==> src/sv/mg3_pkg.sv <==
`timescale 1ns / 1ps
// ----------------------------------------------------------------------------
// mg3_pkg - shared types and constants of the 3x3 morphological gradient
// Pixel, column and reduction types, register indexes, result slot positions
// and the small min/max helpers used by the cells and the top level.
// ----------------------------------------------------------------------------
package mg3_pkg;

	localparam int PIX_W            = 8;
	localparam int FRAME_WIDTH_W    = 11;
	localparam int FRAME_HEIGHT_W   = 13;
	localparam int CFG_DATA_W       = 13;
	localparam int CFG_IDX_W        = 2;
	localparam int OUT_ROW_W        = 12;
	localparam int OUT_COL_W        = 10;

	localparam int DEF_MAX_WIDTH    = 1024;
	localparam int DEF_MAX_HEIGHT   = 4096;
	localparam int RST_FRAME_WIDTH  = 1024;
	localparam int RST_FRAME_HEIGHT = 4096;

	localparam int NUM_CELLS        = 3;
	localparam int NUM_SLOTS        = 4;

	// result slots of one item, in output order
	localparam int SLOT_ABOVE_LEFT  = 0;
	localparam int SLOT_ABOVE       = 1;
	localparam int SLOT_LEFT        = 2;
	localparam int SLOT_HERE        = 3;

	localparam logic [CFG_IDX_W-1:0] REG_FRAME_WIDTH  = CFG_IDX_W'(0);
	localparam logic [CFG_IDX_W-1:0] REG_FRAME_HEIGHT = CFG_IDX_W'(1);

	typedef logic [PIX_W-1:0] pixel_t;

	typedef struct packed {
		pixel_t older;
		pixel_t prev;
	} line_pair_t;

	typedef struct packed {
		pixel_t top;
		pixel_t mid;
		pixel_t bot;
		logic   top_ok;
		logic   mid_ok;
	} column_t;

	typedef struct packed {
		pixel_t lo_all;
		pixel_t hi_all;
		pixel_t lo_low;
		pixel_t hi_low;
	} col_red_t;

	typedef struct packed {
		logic row_ge1;
		logic row_ge2;
		logic col_ge1;
		logic col_ge2;
	} pos_flags_t;

	function automatic pixel_t pix_min(input pixel_t a, input pixel_t b);
		return (a < b) ? a : b;
	endfunction

	function automatic pixel_t pix_max(input pixel_t a, input pixel_t b);
		return (a > b) ? a : b;
	endfunction

endpackage

==> src/sv/mg3_cell.sv <==
`timescale 1ns / 1ps
// ----------------------------------------------------------------------------
// mg3_cell - one window column
// Holds three rows of one column, hands them to the next cell on a shift and
// gives the column min/max over all valid rows and over the lower two rows.
// ----------------------------------------------------------------------------
module mg3_cell import mg3_pkg::*; (
	input  logic     clk,
	input  logic     shift_en,
	input  column_t  col_in,
	output column_t  col_out,
	output col_red_t red
);

	column_t col_q;

	always_ff @(posedge clk) begin
		if (shift_en) begin
			col_q <= col_in;
		end
	end

	always_comb begin
		red.lo_low = col_q.mid_ok ? pix_min(col_q.mid, col_q.bot) : col_q.bot;
		red.hi_low = col_q.mid_ok ? pix_max(col_q.mid, col_q.bot) : col_q.bot;
		red.lo_all = col_q.top_ok ? pix_min(col_q.top, red.lo_low) : red.lo_low;
		red.hi_all = col_q.top_ok ? pix_max(col_q.top, red.hi_low) : red.hi_low;
	end

	assign col_out = col_q;

endmodule
==> config.mk <==
export PLATFORM = sky130hd
export DESIGN_NAME = mg3_cell
export DESIGN_NICKNAME = d
export VERILOG_FILES = /design/src/sv/mg3_pkg.sv /design/src/sv/mg3_cell.sv
export SDC_FILE = /design/constraint.sdc
export NUM_CORES = 1
export LEC_CHECK = 0
export ABC_AREA = 0
export BUFFER_PORTS_ARGS = -buffer_cell sky130_fd_sc_hd__buf_4
export CAP_MARGIN = 25
export CORE_MARGIN = 4
export CORE_UTILIZATION = 35
export DETAILED_ROUTE_END_ITERATION = 8
export GPL_TIMING_DRIVEN = 0
export HOLD_SLACK_MARGIN = 0.08
export PLACE_DENSITY = 0.71
export SLEW_MARGIN = 5
export SYNTH_ARGS = -nofsm -noshare
export SYNTH_HDL_FRONTEND = slang
export SYNTH_SLANG_ARGS = --single-unit
==> constraint.sdc <==
create_clock -name clk -period 4.3 [get_ports clk]
set_clock_uncertainty 0.1 [all_clocks]
set_input_delay 0.86 -clock clk [delete_from_list [all_inputs] [get_ports clk]]
set_output_delay 0.86 -clock clk [all_outputs]
set_load 0.005 [all_outputs]
==> impl_metrics.json, run 1 <==
{
  "status": "finished with violations",
  "violations": "negative setup slack",
  "syn_avg_cell_area_um2": 11.9,
  "p_per_area_nw_per_um2": 313,
  "crit_buf_inv": 4,
  "antenna_cells": 0,
  "worst-path-max-fanout": 8,
  "grt_pass1_wl_um": 7520,
  "crit_arrival_ns": 3.59,
  "p_total_mw": 0.953,
  "grt_setup_unrepaired": "true",
  "area_growth_pct": 68.4,
  "grt_util_all_layers": 0.152,
  "worstMarginPinSlew_ns": 0.345,
  "worst_hold_path.endpoint": "col_out[13]",
  "hold_viol": 0,
  "cap_viol_max_count": 0,
  "cts_root_buf": "clkbuf_8",
  "synthMostInstantiatedCell": "inv_1",
  "drive_gt1_frac": 0.591,
  "power_switching_mw": 0.296,
  "nets": 317,
  "hold_start": "col_in[13]",
  "fill_cells": 378,
  "yosysWarnings": 0,
  "place_hpwl_um": 3680,
  "htreeDepth": 1,
  "slowest_delay_ns": 0.46,
  "synthFlopType": "edfxtp_1",
  "fmax_mhz": 220,
  "routed_wl_um": 5160,
  "dpl-instance-area_um2": 2530,
  "core_area_um2": 4850,
  "first_pass_iters": 4,
  "period_minus_slack_ns": 4.55,
  "slew_viol_final": 0,
  "setup-violations-final": 16,
  "hold_slack_ns": 0.657,
  "yosys-top-cells-count": "inv_1 (31), edfxtp_1 (26), ha_1 (23), mux2_2 (14), mux2i_1 (14)",
  "io_pins": 86,
  "wl_per_cell_um": 15.6,
  "die_h_um": 79.8,
  "final_area_um2": 3040,
  "design.die.area_um2": 6380,
  "hold_path.class": "in2reg",
  "synth_fp_nets": 203,
  "gp_congestion": 0.758,
  "sw_frac_of_total": 0.310,
  "drtIter0Drc": 35,
  "startpoint_type": "flop",
  "grt_start_max_net_pins": 27,
  "path_cells": "ha_4, nor2b_4, o211ai_2, a21oi_4, nor2_4, buf_12, mux2_4, inv_2, ha_4, a21oi_2, nor2b_1, o21ai_1, nand4bb_1, a21oi_4, buf_12, mux2_4, buf_6",
  "cts_sinks": 26,
  "intPower_mw": 0.658,
  "path_delay_family": "compound AO/OA/AOI/OAI gates",
  "yosys.area.top_type_share": 0.432,
  "rows": 25,
  "ys_ff_latch": 26,
  "dp_cells": 304,
  "clkTransAtPathRegs_ns": 0.09,
  "share_comb_of_total_power": 0.508,
  "fp.dieW_um": 79.8,
  "grt-ovfl-total": 0,
  "start_util": 0.373,
  "cts_hold_buf": 0,
  "peakVddDrop_v": 0.000194,
  "largest_reg_flops": 26,
  "crit_path_top_delay_cell": "edfxtp_1",
  "synth_largest_area_cell": "edfxtp_1",
  "drc": 0,
  "layoutNonFillerInstCount": 331,
  "critical_path_class": "reg2out",
  "clockBufferDepth": 2,
  "timing.final.crit_share": 1.06,
  "crit_required_ns": 3.34,
  "synth_cell_types": 31,
  "seq_power_share": 0.342,
  "syn-cell-area_um2": 1810,
  "portBuffers": 85,
  "p_leak_nw": 1.43,
  "end_kind": "output pin",
  "vias_per_cell": 4.84,
  "cts_buffers": 3,
  "yosys-top-cells-area": "edfxtp_1 (43%), ha_1 (16%), mux2_2 (8.7%)",
  "grt_pass1_vias": 1586,
  "antenna_found_initial": 0,
  "hold_depth": 1,
  "num_vias": 1602,
  "pre_cts_ws_ns": -0.328,
  "syn_inst": 152,
  "setup_ws_ns": -0.248,
  "seq_area_frac_synth": 0.432,
  "async_flop_share": 0,
  "synth_edf_count": 26,
  "timing.slew.headroom": 0.764,
  "ant_nets": 0,
  "clkPwrFrac": 0.149,
  "cts_tree": "built"
}
## power by group through the flow
stage	Sequential, mW	Clock, mW	Combinational (mW)
2_1_floorplan	0.327	0	0.177
3_3_place_gp	0.331	0	0.344
3_5_place_dp	0.331	0	0.352
4_1_cts	0.325	0.145	0.463
5_1_grt	0.329	0.159	0.521
6_report	0.326	0.142	0.485
## timing repair
action / in CTS / in global routing
resized for setup: 42 / 6
endpoints found under the setup margin: 16 / 16
pin swaps: 12 / 3
buffers inserted: 18 / 7
## cells in the final DEF, fill, tap and decap left out
cell type / instances
buf_12: 4
nand4_1: 6
a21o_1: 1
ha_1: 17
o221a_4: 1
a21oi_4: 2
o21a_1: 1
inv_2: 4
mux2i_4: 3
inv_1: 27
o21ai_1: 4
nand2b_1: 1
clkbuf_8: 3
edfxtp_1: 26
mux2_2: 4
nor2_4: 1
o21ai_0: 1
nor2b_4: 2
buf_4: 97
buf_6: 10
mux2i_1: 10
mux2_4: 13
o211ai_1: 1
nor2_1: 1
nand4bb_1: 1
o31a_1: 1
nand2_1: 1
o221a_1: 1
nand3_1: 1
mux2i_2: 1
a21oi_2: 4
ha_4: 6
o31ai_1: 1
nor2b_1: 2
o211ai_2: 1
a21oi_1: 4
## through the flow
step / util / TNS (ns)
final: 0.627 / -3.61
after detailed placement: 0.522 / -4.18
after global routing: 0.627 / -5.60
after global placement: 0.522 / -3.83
after floorplan: - / 0
after CTS: 0.609 / -3.17
## cell families (layout without fill, tap and decap cells)
logic type / count (synthesis) / after routing / share of synthesized area
muxes: 31 / 31 / 0.186
and+or+nand+nor: 16 / 16 / 0.0589
buffers and inverters: 33 / 145 / 0.0734
AOI/OAI and AO/OA: 23 / 23 / 0.0907
adders and majority gates: 23 / 23 / 0.159
DFF: 26 / 26 / 0.432
## how the worst max path moves through the flow
stage	start	to	cells past startpoint
after detailed placement	col_out[11]	red[16]	16
after global placement	col_out[11]	red[16]	16
final	col_out[11]	red[28]	17
after global routing	col_out[11]	red[20]	16
after floorplan	col_out[11]	red[16]	15
after CTS	col_out[11]	red[22]	15
## metal layers
layer | global-route usage | routed length, um | vias up | part of all wire
met2 | 0.281 | 2800 | 42 | 0.54
met3 | 0.0305 | 231 | 10 | 0.045
li1 | - | - | 779 | -
met1 | 0.174 | 2040 | 771 | 0.39
met4 | 0.0473 | 91 | 0 | 0.018
met5 | 0 | 0 | - | 0
## layout make-up
type	count	area, um2	area share
clock buffer	3	41.3	0.0136
timing repair buffer	110	910	0.299
multi-input combinational	93	1100	0.361
inverter	31	116	0.0383
tap	67	83.8	0.0276
buffer	1	11.3	0.00370
sequential	26	781	0.257
Note: power is estimated with default switching activity, not from simulation.
==> inputs of run 2 (changes only) <==
Settings changed: BUFFER_PORTS_ARGS -buffer_cell sky130_fd_sc_hd__buf_4 to not set, CORE_MARGIN 4 to 3, DONT_BUFFER_PORTS set to 1, PLACE_DENSITY 0.71 to 0.56.
==> impl_metrics.json, run 2 (synthesis gave the netlist of run 1 again) <==
{
  "grt_start_max_net_pins": 27,
  "antenna_cells": 0,
  "slew_viol_final": 0,
  "seqCellArea_um2": 781,
  "cts_sinks": 26,
  "hold_slack_ns": 0.573,
  "setup_ws_ns": -0.286,
  "worst-path-max-fanout": 8,
  "hold_path.class": "in2reg",
  "dpl-instance-area_um2": 1890,
  "grt_pass1_wl_um": 6620,
  "drc": 0,
  "critical_path_class": "reg2out",
  "first_pass_iters": 4,
  "end_kind": "output pin",
  "cap_viol_max_count": 0,
  "io_pins": 86,
  "area_growth_pct": 27.6,
  "final_util": 0.476,
  "crit_arrival_ns": 3.63,
  "antenna_found_initial": 0,
  "final_area_um2": 2310,
  "place_hpwl_um": 3360,
  "wl_per_cell_um": 18.9,
  "p_per_area_nw_per_um2": 344,
  "ant_nets": 0,
  "final_cell_mix": "inv_1 (26), edfxtp_1 (26), ha_1 (15)",
  "fmax_mhz": 218,
  "clockBufferDepth": 2,
  "fill_cells": 413,
  "grt_util_all_layers": 0.140,
  "portBuffers": 0,
  "violations": "negative setup slack",
  "vias_per_cell": 5.35,
  "fp.dieW_um": 77.8,
  "peakVddDrop_v": 0.000148,
  "multi_input_area_um2": 1130,
  "setup-violations-final": 16,
  "grt-ovfl-total": 0,
  "grt_setup_unrepaired": "true",
  "layoutNonFillerInstCount": 234,
  "period_minus_slack_ns": 4.59,
  "largest_reg_flops": 26,
  "gp_congestion": 0.791,
  "design.die.area_um2": 6060,
  "timing.slew.headroom": 0.690,
  "p_leak_nw": 0.936,
  "htreeDepth": 1,
  "worstMarginPinSlew_ns": 0.461,
  "core_area_um2": 4850,
  "hold_viol": 0,
  "timing.final.crit_share": 1.07,
  "rows": 25,
  "drive_gt1_frac": 0.371,
  "startpoint_type": "flop",
  "die_h_um": 77.8,
  "status": "finished with violations",
  "clkTransAtPathRegs_ns": 0.09,
  "crit_required_ns": 3.34,
  "cts_root_buf": "clkbuf_8",
  "dp_cells": 219,
  "drtIter0Drc": 19,
  "grt_pass1_vias": 1289,
  "nets": 219,
  "setup_tns_ns": -3.57,
  "start_util": 0.373,
  "routed_wl_um": 4430,
  "cts_buffers": 3,
  "num_vias": 1251,
  "cts_tree": "built"
}
run 2: cell types whose count changed in the layout (fill, tap and decap cells not counted), moves of 2 or more:
cell / delta
mux2_4: -3
mux2_2: +3
ha_4: +2
o21ai_1: -2
buf_4: -89
ha_1: -2
buf_6: -9
run 2: where the power goes:
group          total [mW]  internal, mW  switching [mW]  leakage (nW)
sequential          0.337         0.303          0.0342         0.254
combinational       0.312         0.166           0.146         0.659
clock               0.144        0.0641          0.0798        0.0231
total               0.793         0.533           0.260         0.936
run 2: final timing paths:
kind	start	to	slack [ns]	cells past startpoint
hold / removal	col_in[10]	col_out[10]	0.57	0
setup / recovery	col_out[11]	red[16]	-0.29	14
run 2: what timing repair did:
item,CTS,global route
buffers inserted,8,4
pin swaps,12,12
hold buffers,0,0
setup endpoints to repair,16,16
resized for setup,31,11
run 2: layout make-up:
| type | instances | share of cell area |
|---|---|---|
| Multi-Input combinational cell | 93 | 0.489 |
| Sequential cell | 26 | 0.339 |
| Timing Repair Buffer | 12 | 0.0608 |
| Inverter | 31 | 0.0505 |
| Tap cell | 67 | 0.0364 |
| Clock buffer | 3 | 0.0179 |
| Buffer | 1 | 0.00488 |
| Clock inverter | 1 | 0.00163 |
run 2: per-layer routing:
metal / global-route usage / vias to the layer above / wire length, um
li1: - / 583 / -
met1: 0.147 / 620 / 1680
met2: 0.260 / 41 / 2410
met3: 0.0499 / 7 / 284
met4: 0.0391 / 0 / 61
met5: 0 / - / 0
run 2: worst max-delay path, stage by stage, from the launching register on:
cell,delay [ns]
edfxtp_1,0.52
ha_4,0.33
nor2b_4,0.13
o211ai_2,0.10
a21oi_4,0.19
o221a_1,0.22
buf_6,0.17
mux2i_4,0.29
ha_4,0.24
nor2b_4,0.11
o21a_1,0.17
o21ai_1,0.14
a21oi_1,0.10
o221a_4,0.32
mux2_4,0.32
run 2: metrics by stage:
stage | power, mW | setup slack (ns)
floorplan | 0.504 | 0.129
global placement | 0.552 | -0.210
detailed placement | 0.558 | -0.301
CTS | 0.769 | -0.295
global route | 0.840 | -0.451
finish | 0.793 | -0.286
